==> config.mk <==
export PLATFORM = sky130hd
export DESIGN_NAME = hid_keyboard_report_event_decoder
export DESIGN_NICKNAME = d
export VERILOG_FILES = /design/src/hdl/hkd_pkg.sv /design/src/hdl/hkd_front.sv /design/src/hdl/hkd_queue.sv /design/src/hdl/hkd_back.sv /design/src/hdl/hid_keyboard_report_event_decoder.sv
export SDC_FILE = /design/constraint.sdc
export NUM_CORES = 1
export LEC_CHECK = 0
export ABC_AREA = 0
export CORE_MARGIN = 1
export CORE_UTILIZATION = 42
export CTS_CLUSTER_SIZE = 14
export DETAILED_ROUTE_END_ITERATION = 10
export DONT_BUFFER_PORTS = 1
export GPL_ROUTABILITY_DRIVEN = 0
export HOLD_SLACK_MARGIN = 0.1
export PLACE_DENSITY = 0.63
export SYNTH_ARGS = -nofsm -noshare
export SYNTH_HDL_FRONTEND = slang
export SYNTH_SLANG_ARGS = --single-unit
==> constraint.sdc <==
create_clock -name i_clk -period 10.5 [get_ports i_clk]
set_clock_uncertainty 0.15 [all_clocks]
set_input_delay 1.05 -clock i_clk [delete_from_list [all_inputs] [get_ports i_clk]]
set_output_delay 1.05 -clock i_clk [all_outputs]
set_load 0.02 [all_outputs]
==> src/hdl/hkd_pkg.sv <==
// ----------------------------------------------------------------------------
// hkd_pkg
// Types, constants and the key usage to ASCII translation shared by the
// boot keyboard report event decoder.
// ----------------------------------------------------------------------------
package hkd_pkg;

    localparam int KEY_SLOTS   = 6;                       // slots in use, 1..6
    localparam int MAX_SLOTS   = 6;                       // slots in a report
    localparam int MOD_BITS    = 8;
    localparam int EV_BITS     = MOD_BITS + 2 * KEY_SLOTS;
    localparam int QUEUE_DEPTH = 2;                       // power of two
    localparam int QPTR_W      = $clog2(QUEUE_DEPTH);

    localparam logic [7:0] MOD_BASE   = 8'hE0;
    localparam logic [7:0] SHIFT_KEYS = 8'h22;            // left or right shift

    typedef logic [KEY_SLOTS-1:0][7:0] t_slots;

    typedef struct packed {
        logic [7:0] modifier_bits;
        logic [7:0] key_slot_0;
        logic [7:0] key_slot_1;
        logic [7:0] key_slot_2;
        logic [7:0] key_slot_3;
        logic [7:0] key_slot_4;
        logic [7:0] key_slot_5;
    } t_in_item;

    typedef struct packed {
        logic [7:0] key_code;
        logic       pressed;
        logic [6:0] ascii_char;
        logic       last_event;
    } t_out_item;

    // One classified report: which events fire, plus what is needed to build them.
    typedef struct packed {
        logic [EV_BITS-1:0] mask;
        logic [7:0]         mods;
        t_slots             prev;
        t_slots             cur;
        logic               shift;
    } t_desc;

    typedef struct packed {
        logic full;
        logic empty;
    } t_q_status;

    function automatic logic key_present(input logic [7:0] code, input t_slots slots);
        logic hit;
        hit = 1'b0;
        for (int s = 0; s < KEY_SLOTS; s++) begin
            if (slots[s] == code) begin
                hit = 1'b1;
            end
        end
        return hit;
    endfunction

    function automatic logic [6:0] to_ascii(input logic [7:0] code, input logic shift);
        logic [5:0] idx;
        logic [7:0] ch;
        idx = code[5:0];
        ch  = 8'h00;
        if (code[7:6] == 2'b00) begin
            if (idx >= 6'd4 && idx <= 6'd29) begin
                ch = (shift ? 8'h41 : 8'h61) + {2'b00, idx} - 8'd4;
            end else begin
                case (idx)
                    6'd30:   ch = shift ? 8'h21 : 8'h31;
                    6'd31:   ch = shift ? 8'h40 : 8'h32;
                    6'd32:   ch = shift ? 8'h23 : 8'h33;
                    6'd33:   ch = shift ? 8'h24 : 8'h34;
                    6'd34:   ch = shift ? 8'h25 : 8'h35;
                    6'd35:   ch = shift ? 8'h5E : 8'h36;
                    6'd36:   ch = shift ? 8'h26 : 8'h37;
                    6'd37:   ch = shift ? 8'h2A : 8'h38;
                    6'd38:   ch = shift ? 8'h28 : 8'h39;
                    6'd39:   ch = shift ? 8'h29 : 8'h30;
                    6'd40:   ch = shift ? 8'h00 : 8'h0A;
                    6'd41:   ch = shift ? 8'h00 : 8'h1B;
                    6'd42:   ch = shift ? 8'h00 : 8'h08;
                    6'd43:   ch = shift ? 8'h00 : 8'h09;
                    6'd44:   ch = shift ? 8'h00 : 8'h20;
                    6'd45:   ch = shift ? 8'h5F : 8'h2D;
                    6'd46:   ch = shift ? 8'h2B : 8'h3D;
                    6'd47:   ch = shift ? 8'h7B : 8'h5B;
                    6'd48:   ch = shift ? 8'h7D : 8'h5D;
                    6'd49:   ch = shift ? 8'h7C : 8'h5C;
                    6'd51:   ch = shift ? 8'h3A : 8'h3B;
                    6'd52:   ch = shift ? 8'h22 : 8'h27;
                    6'd53:   ch = shift ? 8'h7E : 8'h60;
                    6'd54:   ch = shift ? 8'h3C : 8'h2C;
                    6'd55:   ch = shift ? 8'h3E : 8'h2E;
                    6'd56:   ch = shift ? 8'h3F : 8'h2F;
                    default: ch = 8'h00;
                endcase
            end
        end
        return ch[6:0];
    endfunction

endpackage

==> src/hdl/hkd_front.sv <==
// ----------------------------------------------------------------------------
// hkd_front
// Accepts reports, compares them with the stored previous report and pushes
// a descriptor of the events to fire into the queue.
// ----------------------------------------------------------------------------
module hkd_front (
    input  logic              i_clk,
    input  logic              i_rst_n,
    input  logic              i_in_valid,
    output logic              o_in_ready,
    input  hkd_pkg::t_in_item i_in_item,
    input  logic              i_q_full,
    output logic              o_push,
    output hkd_pkg::t_desc    o_desc
);
    import hkd_pkg::*;

    logic [MAX_SLOTS-1:0][7:0] all_slots;
    t_slots                    cur;
    logic [7:0]                r_prev_mods, n_prev_mods;
    t_slots                    r_prev_keys, n_prev_keys;
    logic [EV_BITS-1:0]        mask;
    logic                      accept;

    assign all_slots = {i_in_item.key_slot_5, i_in_item.key_slot_4, i_in_item.key_slot_3,
                        i_in_item.key_slot_2, i_in_item.key_slot_1, i_in_item.key_slot_0};

    always_comb begin
        for (int s = 0; s < KEY_SLOTS; s++) begin
            cur[s] = all_slots[s];
        end
    end

    always_comb begin
        mask[MOD_BITS-1:0] = r_prev_mods ^ i_in_item.modifier_bits;
        for (int s = 0; s < KEY_SLOTS; s++) begin
            mask[MOD_BITS + s] = (r_prev_keys[s] != 8'd0) &&
                                 !key_present(r_prev_keys[s], cur);
            mask[MOD_BITS + KEY_SLOTS + s] = (cur[s] != 8'd0) &&
                                             !key_present(cur[s], r_prev_keys);
        end
    end

    assign o_in_ready = !i_q_full;
    assign accept     = i_in_valid && o_in_ready;
    // a report with no change causes no transaction downstream
    assign o_push     = accept && (|mask);

    assign o_desc.mask  = mask;
    assign o_desc.mods  = i_in_item.modifier_bits;
    assign o_desc.prev  = r_prev_keys;
    assign o_desc.cur   = cur;
    assign o_desc.shift = |(i_in_item.modifier_bits & SHIFT_KEYS);

    assign n_prev_mods = accept ? i_in_item.modifier_bits : r_prev_mods;
    assign n_prev_keys = accept ? cur : r_prev_keys;

    always_ff @(posedge i_clk) begin
        if (!i_rst_n) begin
            r_prev_mods <= '0;
            r_prev_keys <= '0;
        end else begin
            r_prev_mods <= n_prev_mods;
            r_prev_keys <= n_prev_keys;
        end
    end

endmodule

==> src/hdl/hkd_queue.sv <==
// ----------------------------------------------------------------------------
// hkd_queue
// Short descriptor queue between the classifying front and the event back.
// ----------------------------------------------------------------------------
module hkd_queue (
    input  logic               i_clk,
    input  logic               i_rst_n,
    input  logic               i_push,
    input  hkd_pkg::t_desc     i_desc,
    input  logic               i_pop,
    output hkd_pkg::t_desc     o_head,
    output hkd_pkg::t_q_status o_status
);
    import hkd_pkg::*;

    t_desc             r_mem [QUEUE_DEPTH];
    logic [QPTR_W-1:0] r_wr, n_wr;
    logic [QPTR_W-1:0] r_rd, n_rd;
    logic [QPTR_W:0]   r_count, n_count;
    logic              do_push;
    logic              do_pop;

    assign o_status.full  = (r_count == (QPTR_W + 1)'(QUEUE_DEPTH));
    assign o_status.empty = (r_count == '0);
    assign o_head         = r_mem[r_rd];

    assign do_push = i_push && !o_status.full;
    assign do_pop  = i_pop && !o_status.empty;

    always_comb begin
        n_wr    = do_push ? r_wr + 1'b1 : r_wr;
        n_rd    = do_pop ? r_rd + 1'b1 : r_rd;
        n_count = r_count;
        if (do_push && !do_pop) begin
            n_count = r_count + 1'b1;
        end else if (do_pop && !do_push) begin
            n_count = r_count - 1'b1;
        end
    end

    always_ff @(posedge i_clk) begin
        if (do_push) begin
            r_mem[r_wr] <= i_desc;
        end
    end

    always_ff @(posedge i_clk) begin
        if (!i_rst_n) begin
            r_wr    <= '0;
            r_rd    <= '0;
            r_count <= '0;
        end else begin
            r_wr    <= n_wr;
            r_rd    <= n_rd;
            r_count <= n_count;
        end
    end

endmodule

==> src/hdl/hkd_back.sv <==
// ----------------------------------------------------------------------------
// hkd_back
// Takes one descriptor at a time and emits its events in order, one per
// cycle while the output is not stalled, through a registered output.
// ----------------------------------------------------------------------------
module hkd_back (
    input  logic               i_clk,
    input  logic               i_rst_n,
    input  hkd_pkg::t_desc     i_head,
    input  hkd_pkg::t_q_status i_status,
    output logic               o_pop,
    output logic               o_out_valid,
    input  logic               i_out_ready,
    output hkd_pkg::t_out_item o_out_item
);
    import hkd_pkg::*;

    typedef enum logic {
        ST_IDLE,
        ST_EMIT
    } t_state;

    t_state             r_state, n_state;
    t_desc              r_desc, n_desc;
    logic [EV_BITS-1:0] r_rem, n_rem;
    logic               r_out_valid, n_out_valid;
    t_out_item          r_out_item, n_out_item;
    logic [EV_BITS-1:0] pick;
    logic               emit;
    t_out_item          ev;

    // lowest pending event bit, one-hot
    assign pick = r_rem & (~r_rem + 1'b1);
    assign emit = (r_state == ST_EMIT) && (!r_out_valid || i_out_ready);
    assign o_pop = (r_state == ST_IDLE) && !i_status.empty;

    always_comb begin
        ev.key_code   = '0;
        ev.pressed    = 1'b0;
        ev.ascii_char = '0;
        ev.last_event = ((r_rem & ~pick) == '0);
        for (int b = 0; b < MOD_BITS; b++) begin
            if (pick[b]) begin
                ev.key_code = MOD_BASE + 8'(b);
                ev.pressed  = r_desc.mods[b];
            end
        end
        for (int s = 0; s < KEY_SLOTS; s++) begin
            if (pick[MOD_BITS + s]) begin
                ev.key_code = r_desc.prev[s];
            end
            if (pick[MOD_BITS + KEY_SLOTS + s]) begin
                ev.key_code = r_desc.cur[s];
                ev.pressed  = 1'b1;
            end
        end
        if (ev.pressed && (pick[MOD_BITS-1:0] == '0)) begin
            ev.ascii_char = to_ascii(ev.key_code, r_desc.shift);
        end
    end

    always_comb begin
        n_state     = r_state;
        n_desc      = r_desc;
        n_rem       = r_rem;
        n_out_valid = r_out_valid;
        n_out_item  = r_out_item;
        if (r_out_valid && i_out_ready) begin
            n_out_valid = 1'b0;
        end
        case (r_state)
            ST_IDLE: begin
                if (o_pop) begin
                    n_desc  = i_head;
                    n_rem   = i_head.mask;
                    n_state = ST_EMIT;
                end
            end
            ST_EMIT: begin
                if (emit) begin
                    n_out_valid = 1'b1;
                    n_out_item  = ev;
                    n_rem       = r_rem & ~pick;
                    if (ev.last_event) begin
                        n_state = ST_IDLE;
                    end
                end
            end
            default: n_state = ST_IDLE;
        endcase
    end

    always_ff @(posedge i_clk) begin
        if (!i_rst_n) begin
            r_state     <= ST_IDLE;
            r_out_valid <= 1'b0;
        end else begin
            r_state     <= n_state;
            r_out_valid <= n_out_valid;
        end
        r_desc     <= n_desc;
        r_rem      <= n_rem;
        r_out_item <= n_out_item;
    end

    assign o_out_valid = r_out_valid;
    assign o_out_item  = r_out_item;

endmodule

==> src/hdl/hid_keyboard_report_event_decoder.sv <==
// ----------------------------------------------------------------------------
// hid_keyboard_report_event_decoder
// Boot keyboard report decoder: turns each report into modifier, release and
// press events against the previous report, with ASCII on key presses.
// ----------------------------------------------------------------------------
// Path: descriptor queue, back end descriptor register, then output register.
// A report with N events (N up to 20) leaves the back end one event per cycle
// while the output is not stalled; a report with no change pushes nothing.
// Input ready drops only while the two-entry descriptor queue is full.
// Reset: stored previous report cleared to zero, queue and output emptied.
module hid_keyboard_report_event_decoder (
    input  logic               i_clk,
    input  logic               i_rst_n,
    input  logic               i_in_valid,
    output logic               o_in_ready,
    input  hkd_pkg::t_in_item  i_in_item,
    output logic               o_out_valid,
    input  logic               i_out_ready,
    output hkd_pkg::t_out_item o_out_item
);
    import hkd_pkg::*;

    logic      push;
    logic      pop;
    t_desc     push_desc;
    t_desc     head_desc;
    t_q_status q_status;

    hkd_front u_front (
        .i_clk      (i_clk),
        .i_rst_n    (i_rst_n),
        .i_in_valid (i_in_valid),
        .o_in_ready (o_in_ready),
        .i_in_item  (i_in_item),
        .i_q_full   (q_status.full),
        .o_push     (push),
        .o_desc     (push_desc)
    );

    hkd_queue u_queue (
        .i_clk    (i_clk),
        .i_rst_n  (i_rst_n),
        .i_push   (push),
        .i_desc   (push_desc),
        .i_pop    (pop),
        .o_head   (head_desc),
        .o_status (q_status)
    );

    hkd_back u_back (
        .i_clk       (i_clk),
        .i_rst_n     (i_rst_n),
        .i_head      (head_desc),
        .i_status    (q_status),
        .o_pop       (pop),
        .o_out_valid (o_out_valid),
        .i_out_ready (i_out_ready),
        .o_out_item  (o_out_item)
    );

endmodule

# == Yosys cells after proc, flatten, opt, wreduce, memory -nomap -nowiden ==
# Memories as Yosys holds them, arrays and structs flattened. A register that Yosys moved wholly into a read port is not among the register bits.
# Index checks and enable logic that the tools add are counted.
# word_totals
register_bits,204
mem_bits_rw,250
inputBits,60
output_inout_bits,19
elab_cells,349
memories,1
# memory_table
memory,depth,word_bits,read_ports,rd_clocked_by_memory_dff,wr,line,source
u_queue.r_mem,2,125,1,1,1,hkd_queue.sv:16,t_desc r_mem [QUEUE_DEPTH];
# classes
n_addsub,7
magnitude_cmp,2
n_eq_ne,101
n_mux,137
n_bitwise,6
n_reduce_logical,64
# op_table
op,n
equality test 8 bit,72
one-hot mux 7 bit (26 select lines),1
"equality test 6 bit, second input constant",24
two-way mux 9 bit,14
nonzero test 8 bit,12
two-way mux 1 bit,83
two-way mux 5 bit,14
two-way mux 8 bit,6
bitwise AND 20 bit,2
two-way mux 20 bit,2
NOT 20 bit,2
one-hot mux 20 bit (2 select lines),1
two-way mux 6 bit,5
two-way mux 7 bit,4
logical AND 1 bit,23
"adder 20 x 1 -> 20 bit, second input constant",1
zero test 20 bit,1
OR reduction 20 bit,1
zero test 1 bit,17
"equality test 6 x 5 -> 1 bit, second input constant",2
two-way mux 4 bit,3
zero test 8 bit,1
AND reduction 2 bit,4
bitwise XOR 8 bit,1
17 further kinds,21

# == Depth between registers and ports, before layout ==
# Gate-level depths: netlist (run 1).
# logic_depth
ltp_word,26
ltp_mapped,21
mapped_depth_nobuf,18

# == Modules after synthesis ==
# A second synthesis (run 1) with hierarchy kept.
# hier_totals
cells_unflattened,1936
area_unflattened_um2,23677.7
# by_module_without_submodules
module,instances,cells_per_inst,area_per_inst_um2,seq_area_each_um2
hkd_queue,1,414,9450.3,7607.3
hkd_back,1,641,7561.0,4304.1
hkd_front,1,881,6666.4,1121.1

# == Worst setup path after synthesis (run 1) ==
# OpenSTA, ideal clock, no wires.
# synth_path
path_kind,in2reg
startpoint,input port i_in_item[9] (netlist name)
endpoint,"memory u_queue.r_mem[1][0] (netlist name), enable pin"
setup_time_ns,0.499
t_arrival_ns,5.627
t_required_ns,9.851
path_slack_ns,4.223
stages,9
n_path_buf,1
path_cell_list,buf_1 > xnor2_1 > nand4_1 > o21ai_0 > or3b_2 > nor4b_1 > nor4_1 > nand4_1 > and3_1
# synth_rtl
element,line,source
from (decl),hid_keyboard_report_event_decoder.sv:16,"input hkd_pkg::t_in_item i_in_item,"
to (decl),hkd_queue.sv:16,

==> impl_metrics.tcl, run 1 <==
set metrics [dict create \
    fin_nets 1838 \
    synthMostInstantiatedCell "edfxtp_1" \
    grt_pass1_wl_um 93400 \
    crit_cells 16 \
    cts_made_buffers 46 \
    r2r_cells 16 \
    synth-main-ff-cell "edfxtp_1" \
    drc 0 \
    fp.coreArea_um2 52700 \
    area_delta_synth_final_pct 7.73 \
    hold_viol 0 \
    dieArea_um2 54400 \
    timing.final.ws_setup_ns 4.47 \
    sequentialPowerShare_pct 49.7 \
    critPathMaxFanout 19 \
    drive_gt1_share_pct 11.8 \
    grt_max_degree 70 \
    clockBufferDepth 3 \
    via_count 14799 \
    cts_max_level 2 \
    netlist_instances 1872 \
    cts_sinks 455 \
    swShare_pct 33.8 \
    wl_per_cell_um 25.1 \
    cts_resized 0 \
    critPathArrivalTime_ns 6.18 \
    grt_overflow 0 \
    synth_edf_count 392 \
    final_antenna_net_count 0 \
    ys_seq_area_share_pct 58.0 \
    p_sw_mw 2.01 \
    synth-async-reset-ratio_pct 0 \
    critPathTopFamily "simple AND/OR/NAND/NOR gates" \
    avgViaCountPerCell 5.94 \
    cts_tree "done" \
    fin_tns_setup_ns 0 \
    yosys-top-cells-area "edfxtp_1 52%, xor2_1 7.6%, dfxtp_1 5.6%, mux2_2 5.3%, xnor2_1 4.2%" \
    drt_first_pass_iters 8 \
    run_status "finished, final reports clean" \
    rsz0062_at_grt "false" \
    setup.worst_path.end "u_back.o_out_item[6]" \
    grt_pass1_vias 14208 \
    setup_viol 0 \
    p_int_mw 3.94 \
    cp.required_ns 10.66 \
    crit_buf_inv 1 \
    avgSynthCellArea_um2 12.0 \
    crit_slowest_cell "o21ai_0" \
    reg2reg_to "u_back.o_out_item[6]" \
    finalPower_mw 5.95 \
    initial_core_util_pct 42.6 \
    slew_viol_final 0 \
    worstMarginPinSlew_ns 1.04 \
    period_needed_ns 6.03 \
    cp_cell_sequence "nor4_4 -> nand3_2 -> nor2_1 -> nand3_1 -> o211ai_1 -> nor2_1 -> o21ai_0 -> inv_1 -> ha_1 -> or3_1 -> a22oi_1 -> nor3_1 -> nor3_1 -> o22ai_1 -> o311ai_2 -> o22ai_1" \
    dpl_cell_area_um2 22800 \
    antenna_found_initial 2 \
    ys_warn_count 0 \
    p_per_area_nw_per_um2 246 \
    rows 84 \
    post-cts-setup-buffers 0 \
    yosysTopAreaCellShare_pct 52.4 \
    relSlewSlack_pct 29.9 \
    ir_drop_v 0.000126 \
    drv_cap 0 \
    ys_seq_elements 455 \
    end_kind "flip-flop" \
    critPathKind "flip-flop to flip-flop" \
    fin_crit_sh_pct 57.4 \
    drt_iter0_drc 1928 \
    cts_root_buf "clkbuf_16" \
    cp-start-kind "flip-flop" \
    clkPwrFrac_pct 26.0 \
    io_pins 79 \
    wirelength_um 62500 \
    ys_types 77 \
    reg2reg_from "u_back.r_rem[1]" \
    reg2reg_slack_ns 4.47 \
    postCtsHoldBufs 0 \
    p_leak_nw 8.20 \
    io_buffers 0 \
    hold_class "flip-flop to flip-flop" \
    final_area_um2 24200 \
    synth.top_cells.by_count "392 x edfxtp_1, 195 x xor2_1, 191 x nand2_1, 131 x clkbuf_1, 107 x xnor2_1" \
    slowest_delay_ns 0.84 \
    place_hpwl_um 43100 \
    clock_latency_ns 0.58 \
    combPwrFrac_pct 24.3 \
    synth_fp_nets 1947 \
    grtUsageTotal_pct 23.1 \
    clkTransAtPathRegs_ns 0.06 \
    fmax_mhz 166 \
    yosys.area.top_type "edfxtp_1" \
    cp-startpoint "u_back.r_rem[1]" \
    die_h_um 233 \
    syn_area_um2 22500 \
    die_w_um 233 \
    dp_slack_ns 4.67 \
]
[power groups by stage]
stage	Combinational [mW]	Sequential (mW)	Clock, mW
detailed placement	1.43	2.99	0
global route	1.58	2.99	1.64
CTS	1.44	2.95	1.57
global placement	1.41	2.98	0
finish	1.45	2.96	1.55
floorplan	1.27	2.69	0
[cell families after synthesis]
| family | after synthesis | synth area share (%) |
|---|---|---|
| simple gates | 500 | 11.4 |
| flops | 455 | 58.0 |
| xor+xnor | 302 | 11.8 |
| compound gates | 267 | 7.76 |
| buf+inv | 193 | 3.30 |
| mux | 135 | 6.61 |
| fa+ha+maj | 20 | 1.06 |
[flip-flops by register name, indices dropped and copies added, names as in the netlist, named ones only]
name / cells
u_back.o_out_item: 17
u_front.o_desc: 48
u_queue.r_mem: 250
u_queue.r_wr: 1
u_back.r_state: 1
u_front.r_prev_mods: 8
u_back.r_rem: 20
u_back.o_out_valid: 1
u_back.r_desc: 105
u_queue.r_count: 2
u_queue.r_rd: 1
[final cells by class]
class,instances,area (µm²)
Sequential cell,455,13000
Timing Repair Buffer,12,90.1
Clock buffer,61,1230
Multi-Input combinational cell,1224,8690
Fill cell,4666,28500
Antenna cell,2,5.00
Clock inverter,25,186
Tap cell,688,861
Inverter,24,95.1
[worst min-delay path by stage]
stage                           start                      to  slack [ns]  depth (start not counted)
3_5_place_dp   u_front.r_prev_mods[7]  u_front.r_prev_mods[7]        0.31                          2
4_1_cts        u_front.r_prev_mods[7]  u_front.r_prev_mods[7]        0.32                          2
5_1_grt        u_front.r_prev_mods[4]  u_front.r_prev_mods[4]        0.33                          2
3_3_place_gp   u_front.r_prev_mods[3]  u_front.r_prev_mods[3]        0.30                          2
6_report       u_front.r_prev_mods[7]  u_front.r_prev_mods[7]        0.32                          2
2_1_floorplan      u_front.o_desc[49]    u_queue.r_mem[0][49]        0.27                          0
[worst register-to-register path, stage by stage, from the launching register on]
cell	delay, ns
edfxtp_1	0.54
nor4_4	0.57
nand3_2	0.48
nor2_1	0.39
nand3_1	0.12
o211ai_1	0.13
nor2_1	0.14
o21ai_0	0.85
inv_1	0.21
ha_1	0.36
or3_1	0.42
a22oi_1	0.26
nor3_1	0.08
nor3_1	0.25
o22ai_1	0.17
o311ai_2	0.50
o22ai_1	0.16
[per-layer routing]
layer | share of wire (%) | GRT usage, % | routed length, µm | up-vias
li1 | - | - | - | 6624
met1 | 41 | 31.0 | 25900 | 7286
met2 | 47 | 37.8 | 29700 | 735
met3 | 7.5 | 3.41 | 4710 | 154
met4 | 3.6 | 8.58 | 2230 | 0
met5 | 0 | 0 | 0 | -
[placed cells by master, fill, tap and decap left out, types with 15 or more instances in the layout]
cell	n
o211ai_1	15
nand2_1	190
nand4_1	42
nor3_1	16
xnor2_1	107
nor4_1	82
mux2_2	106
dfxtp_1	62
mux2i_1	29
o22ai_1	17
nor2_1	61
clkbuf_16	46
xor2_1	195
inv_1	20
edfxtp_1	392
o21ai_0	46
nand3_1	33
a21oi_1	96
ha_1	15
[metrics by stage]
stage               hold WS [ns]  util [%]  instances
finish                     0.317      45.9       2491
global route               0.331      45.9       2489
CTS                        0.318      45.9       2489
detailed placement         0.310      43.2       2403
global placement           0.304      43.2       2403
floorplan                  0.274         -       1872
No activity file was read; power rests on OpenSTA's default activity.
==> run 2, diff against run 1 <==
- PLACE_DENSITY: 0.63 -> 0.66
- clock period: 10.5 -> 4.99 ns (I/O delays scaled with it)
==> run 2 against run 1 <==
  * Hold slack got worse by 0.17 ns
  * Clock power increased by 110%
  * Via count increased by 5.4%
  * Wire length increased by 7.0%
  * Cell count increased by 4.0%
  * Combinational power increased by 150%
  * Critical path type unchanged
  * Highest routed layer unchanged
==> impl_metrics.tcl, run 2 (same netlist as run 1, synthesis figures left out) <==
set metrics [dict create \
    run_status "finished, final reports clean" \
    drt_first_pass_iters 6 \
    period_needed_ns 4.83 \
    grt_pass1_vias 14586 \
    timing.final.ws_setup_ns 0.159 \
    fin_nets 1941 \
    r2r_cells 15 \
    grtUsageTotal_pct 24.5 \
    crit_cells 15 \
    area_delta_synth_final_pct 12.1 \
    dieArea_um2 54400 \
    slew_viol_final 0 \
    clkTransAtPathRegs_ns 0.07 \
    cp.required_ns 5.16 \
    critPathKind "flip-flop to flip-flop" \
    cts_made_buffers 45 \
    diodes 0 \
    fin_crit_sh_pct 96.8 \
    drive_gt1_share_pct 13.7 \
    p_per_area_nw_per_um2 511 \
    critPathTopFamily "simple AND/OR/NAND/NOR gates" \
    wl_per_cell_um 25.8 \
    instances_no_fill 2591 \
    dp_slack_ns 0.128 \
    critPathArrivalTime_ns 5.00 \
    cts_tree "done" \
    io_buffers 0 \
    final_cell_mix "392 x edfxtp_1, 195 x xor2_1, 190 x nand2_1" \
    p_leak_nw 8.70 \
    cts_root_buf "clkbuf_16" \
    top_register "u_queue.r_mem" \
    final_antenna_net_count 0 \
    dpl_cell_area_um2 23100 \
    place_inst 2448 \
    hold_viol 0 \
    largest_reg_flops 250 \
    antenna_found_initial 0 \
    io_pins 79 \
    fp.coreArea_um2 52700 \
    fmax_mhz 207 \
    grt_overflow 0 \
    worstMarginPinSlew_ns 1.02 \
    fin_tns_setup_ns 0 \
    cp_cell_sequence "or4_1 -> nor3_2 -> and3_2 -> mux2i_2 -> nand3_1 -> mux2i_1 -> nand3_1 -> ha_1 -> or3_1 -> a22oi_1 -> nor3_1 -> nor3_1 -> o22ai_1 -> o311ai_4 -> o22ai_1" \
    final_area_um2 25200 \
    critPathMaxFanout 5 \
    place_hpwl_um 42400 \
    cp-start-kind "flip-flop" \
    drc 0 \
    setup_viol 0 \
    grt_max_degree 127 \
    regArea_um2 13000 \
    wirelength_um 66900 \
    drt_iter0_drc 2197 \
    crit_slowest_cell "or4_1" \
    drv_cap 0 \
    relSlewSlack_pct 31.1 \
    grt_pass1_wl_um 98000 \
    cts_max_level 2 \
    end_kind "flip-flop" \
    final_common_cell "edfxtp_1" \
    clockBufferDepth 3 \
    hold_depth 3 \
    fillers 4495 \
    clock_latency_ns 0.59 \
    die_h_um 233 \
    crit_buf_inv 0 \
    initial_core_util_pct 42.6 \
    multiInputGateArea_um2 8710 \
    hold_class "primary input to flip-flop" \
    finalPower_mw 12.9 \
    slowest_delay_ns 0.62 \
    via_count 15595 \
    avgViaCountPerCell 6.02 \
    ir_drop_v 0.000376 \
    die_w_um 233 \
    cts_sinks 455 \
    rows 84 \
]
## run 2: where the power goes
group	internal, mW	leakage (nW)	switching (mW)
Clock	1.87	0.694	1.44
Combinational	1.39	3.82	2.20
Sequential	5.30	4.18	0.659
Total	8.55	8.70	4.30
## run 2: area by class of cell
| class | count | area share [%] |
|---|---|---|
| tap | 688 | 3.42 |
| inverter | 24 | 0.383 |
| timing repair buffer | 116 | 4.18 |
| clock inverter | 21 | 0.661 |
| multi-input combinational | 1224 | 34.6 |
| sequential | 455 | 51.8 |
| clock buffer | 63 | 4.99 |
## run 2: through the flow
stage,hold slack [ns],util [%]
after floorplan,0.274,-
after global placement,0.303,44.0
after detailed placement,0.310,44.0
after CTS,0.117,47.8
after global routing,0.171,47.8
final,0.146,47.8
## run 2: layer usage
metal	vias up	global-route usage, %	share of wire, %
met5	-	0	0
met3	214	4.14	8.6
li1	6824	-	-
met1	7660	33.3	41
met4	0	11.1	4.7
met2	897	38.5	46
## run 2: worst min-delay path, stage by stage
cell and delay (ns):
and2_2 0.15, a21o_1 0.11, a21oi_1 0.06
## run 2: timing repair
action | CTS | global route
endpoints found under the hold margin | 188 | 0
hold buffers | 58 | 0
gates resized for setup | 0 | 5
setup buffers | 0 | 1
endpoints found under the setup margin | 0 | 5
## run 2: worst paths after layout
| check | start | to | slack, ns |
|---|---|---|---|
| worst min register to register | u_front.r_prev_mods[7] | u_front.r_prev_mods[7] | 0.32 |
| worst min-delay path | i_in_valid | u_queue.r_wr | 0.15 |
| worst max register to register | u_back.r_rem[1] | u_back.o_out_item[6] | 0.16 |
| worst max-delay path | u_back.r_rem[1] | u_back.o_out_item[6] | 0.16 |
==> run 3, diff against run 2 <==
- clock period: 4.99 -> 4 ns (I/O delays scaled with it)
==> run 3 against run 2 <==
  * The flow now finishes with violations (negative setup slack)
  * Setup slack got worse by 0.45 ns
  * Clock-buffer cell count decreased by 3
  * Sequential cell count unchanged
  * Non-clock buffer count increased by 129
  * Largest cell class unchanged
  * Highest routed layer is now met5
==> impl_metrics.tcl, run 3 (same netlist as run 1, synthesis figures left out) <==
set metrics [dict create \
    run_status "finished, violations left" \
    violations "negative setup slack" \
    area_delta_synth_final_pct 18.5 \
    slowest_delay_ns 0.59 \
    cts_tree "done" \
    crit_cells 17 \
    cts_made_buffers 45 \
    cts_sinks 455 \
    fp.coreArea_um2 52700 \
    end_kind "flip-flop" \
    crit_buf_inv 3 \
    grt_max_degree 106 \
    crit_slowest_cell "or4_4" \
    ir_drop_v 0.000399 \
    clkPwrFrac_pct 25.4 \
    cp_cell_sequence "or4_4 -> buf_6 -> or4_4 -> nor2_4 -> a221o_1 -> nor2_4 -> o21ai_4 -> inv_2 -> ha_4 -> or3_4 -> a22oi_2 -> nor3_1 -> nor3_1 -> o22ai_2 -> o311ai_2 -> buf_4 -> o22ai_1" \
    wl_per_cell_um 25.1 \
    initial_core_util_pct 42.6 \
    r2r_cells 17 \
    clock_latency_ns 0.58 \
    fin_nets 2070 \
    hold_class "primary input to flip-flop" \
    critPathTopFamily "simple AND/OR/NAND/NOR gates" \
    grt_pass1_wl_um 101000 \
    wirelength_um 68200 \
    setup_viol 7 \
    cp-start-kind "flip-flop" \
    drt_first_pass_iters 6 \
    io_buffers 0 \
    avgViaCountPerCell 5.87 \
    p_leak_nw 9.46 \
    top_register "u_queue.r_mem" \
    cts_root_buf "clkbuf_16" \
    via_count 15959 \
    place_inst 2558 \
    drc 0 \
    rows 84 \
    clockBufferDepth 3 \
    finalPower_mw 17.0 \
    io_pins 79 \
    grtUsageTotal_pct 25.0 \
    timing.final.ws_setup_ns -0.291 \
    hold_viol 0 \
    rsz0062_at_grt "true" \
    hold_depth 2 \
    die_w_um 233 \
    drive_gt1_share_pct 21.1 \
    grt_overflow 0 \
    worstMarginPinSlew_ns 0.958 \
    instances_no_fill 2719 \
    critPathKind "flip-flop to flip-flop" \
    critPathArrivalTime_ns 4.44 \
    largest_reg_flops 250 \
    p_per_area_nw_per_um2 640 \
    p_int_mw 11.4 \
    drt_iter0_drc 2000 \
    period_needed_ns 4.29 \
    slew_viol_final 0 \
    swShare_pct 33.0 \
    combPwrFrac_pct 31.1 \
    cts_max_level 2 \
    grt_pass1_vias 15553 \
    die_h_um 233 \
    antenna_found_initial 4 \
    utilization_pct 50.5 \
    place_hpwl_um 45000 \
    final_antenna_net_count 0 \
    sequentialPowerShare_pct 43.5 \
    drv_cap 0 \
    dieArea_um2 54400 \
    final_common_cell "edfxtp_1" \
    fin_crit_sh_pct 107 \
    fmax_mhz 233 \
    relSlewSlack_pct 35.2 \
    cp.required_ns 4.15 \
    final_cell_mix "392 x edfxtp_1, 195 x xor2_1, 189 x nand2_1" \
    p_sw_mw 5.62 \
    critPathMaxFanout 5 \
    clkTransAtPathRegs_ns 0.06 \
]
## run 3: worst register-to-register path, stage by stage (launching register included)
cell and delay [ns]:
edfxtp_1 0.39, or4_4 0.59, buf_6 0.14, or4_4 0.51, nor2_4 0.11, a221o_1 0.17
nor2_4 0.07, o21ai_4 0.19, inv_2 0.09, ha_4 0.17, or3_4 0.34, a22oi_2 0.18
nor3_1 0.07, nor3_1 0.25, o22ai_2 0.12, o311ai_2 0.22, buf_4 0.18, o22ai_1 0.08
## run 3: power by group through the flow
stage	logic, mW	registers, mW	clock network (mW)
2_1_floorplan	3.41	7.03	0
3_3_place_gp	4.73	7.43	0
3_5_place_dp	4.81	7.46	0
4_1_cts	5.11	7.38	4.39
5_1_grt	5.66	7.47	4.58
6_report	5.30	7.40	4.33
## run 3: what timing repair did
action | in CTS | in global routing
pin swaps | 28 | 17
setup buffers | 11 | 9
setup endpoints to repair | 7 | 7
endpoints found under the hold margin | 188 | 0
hold buffers | 59 | 0
cloned | 0 | 0
resized for setup | 38 | 17
## run 3: area by class of cell
cell class	instances	area (µm²)
Fill cell	4409	26100
Sequential cell	455	13000
Inverter	24	96.3
Timing Repair Buffer	245	2140
Clock buffer	60	1250
Clock inverter	21	255
Antenna cell	2	5.00
Tap cell	688	861
Multi-Input combinational cell	1224	8950
## run 3: through the flow
step	cell area [µm²]	hold WS [ns]	worst slack [ns]	TNS [ns]
2_1_floorplan	22600	0.270	-0.215	-52.80
3_3_place_gp	24100	0.306	-0.233	-1.34
3_5_place_dp	24100	0.309	-0.333	-1.96
4_1_cts	26400	0.189	-0.238	-1.17
5_1_grt	26600	0.215	-0.421	-2.44
6_report	26600	0.214	-0.291	-1.54
## run 3: routing by layer
layer / track usage, % / routed length (µm) / vias to the layer above
li1: - / - / 7073
met1: 32.7 / 27500 / 7862
met2: 40.7 / 32200 / 816
met3: 4.31 / 5350 / 206
met4: 11.0 / 3120 / 2
met5: 0 / 13 / -
## run 3: final timing paths
path | startpoint | to | slack (ns)
setup / recovery | u_back.r_rem[6] | u_back.o_out_item[5] | -0.29
hold / removal | i_rst_n | u_queue.r_count[0] | 0.21
setup reg to reg | u_back.r_rem[6] | u_back.o_out_item[5] | -0.29
hold reg to reg | u_front.r_prev_mods[4] | u_front.r_prev_mods[4] | 0.32
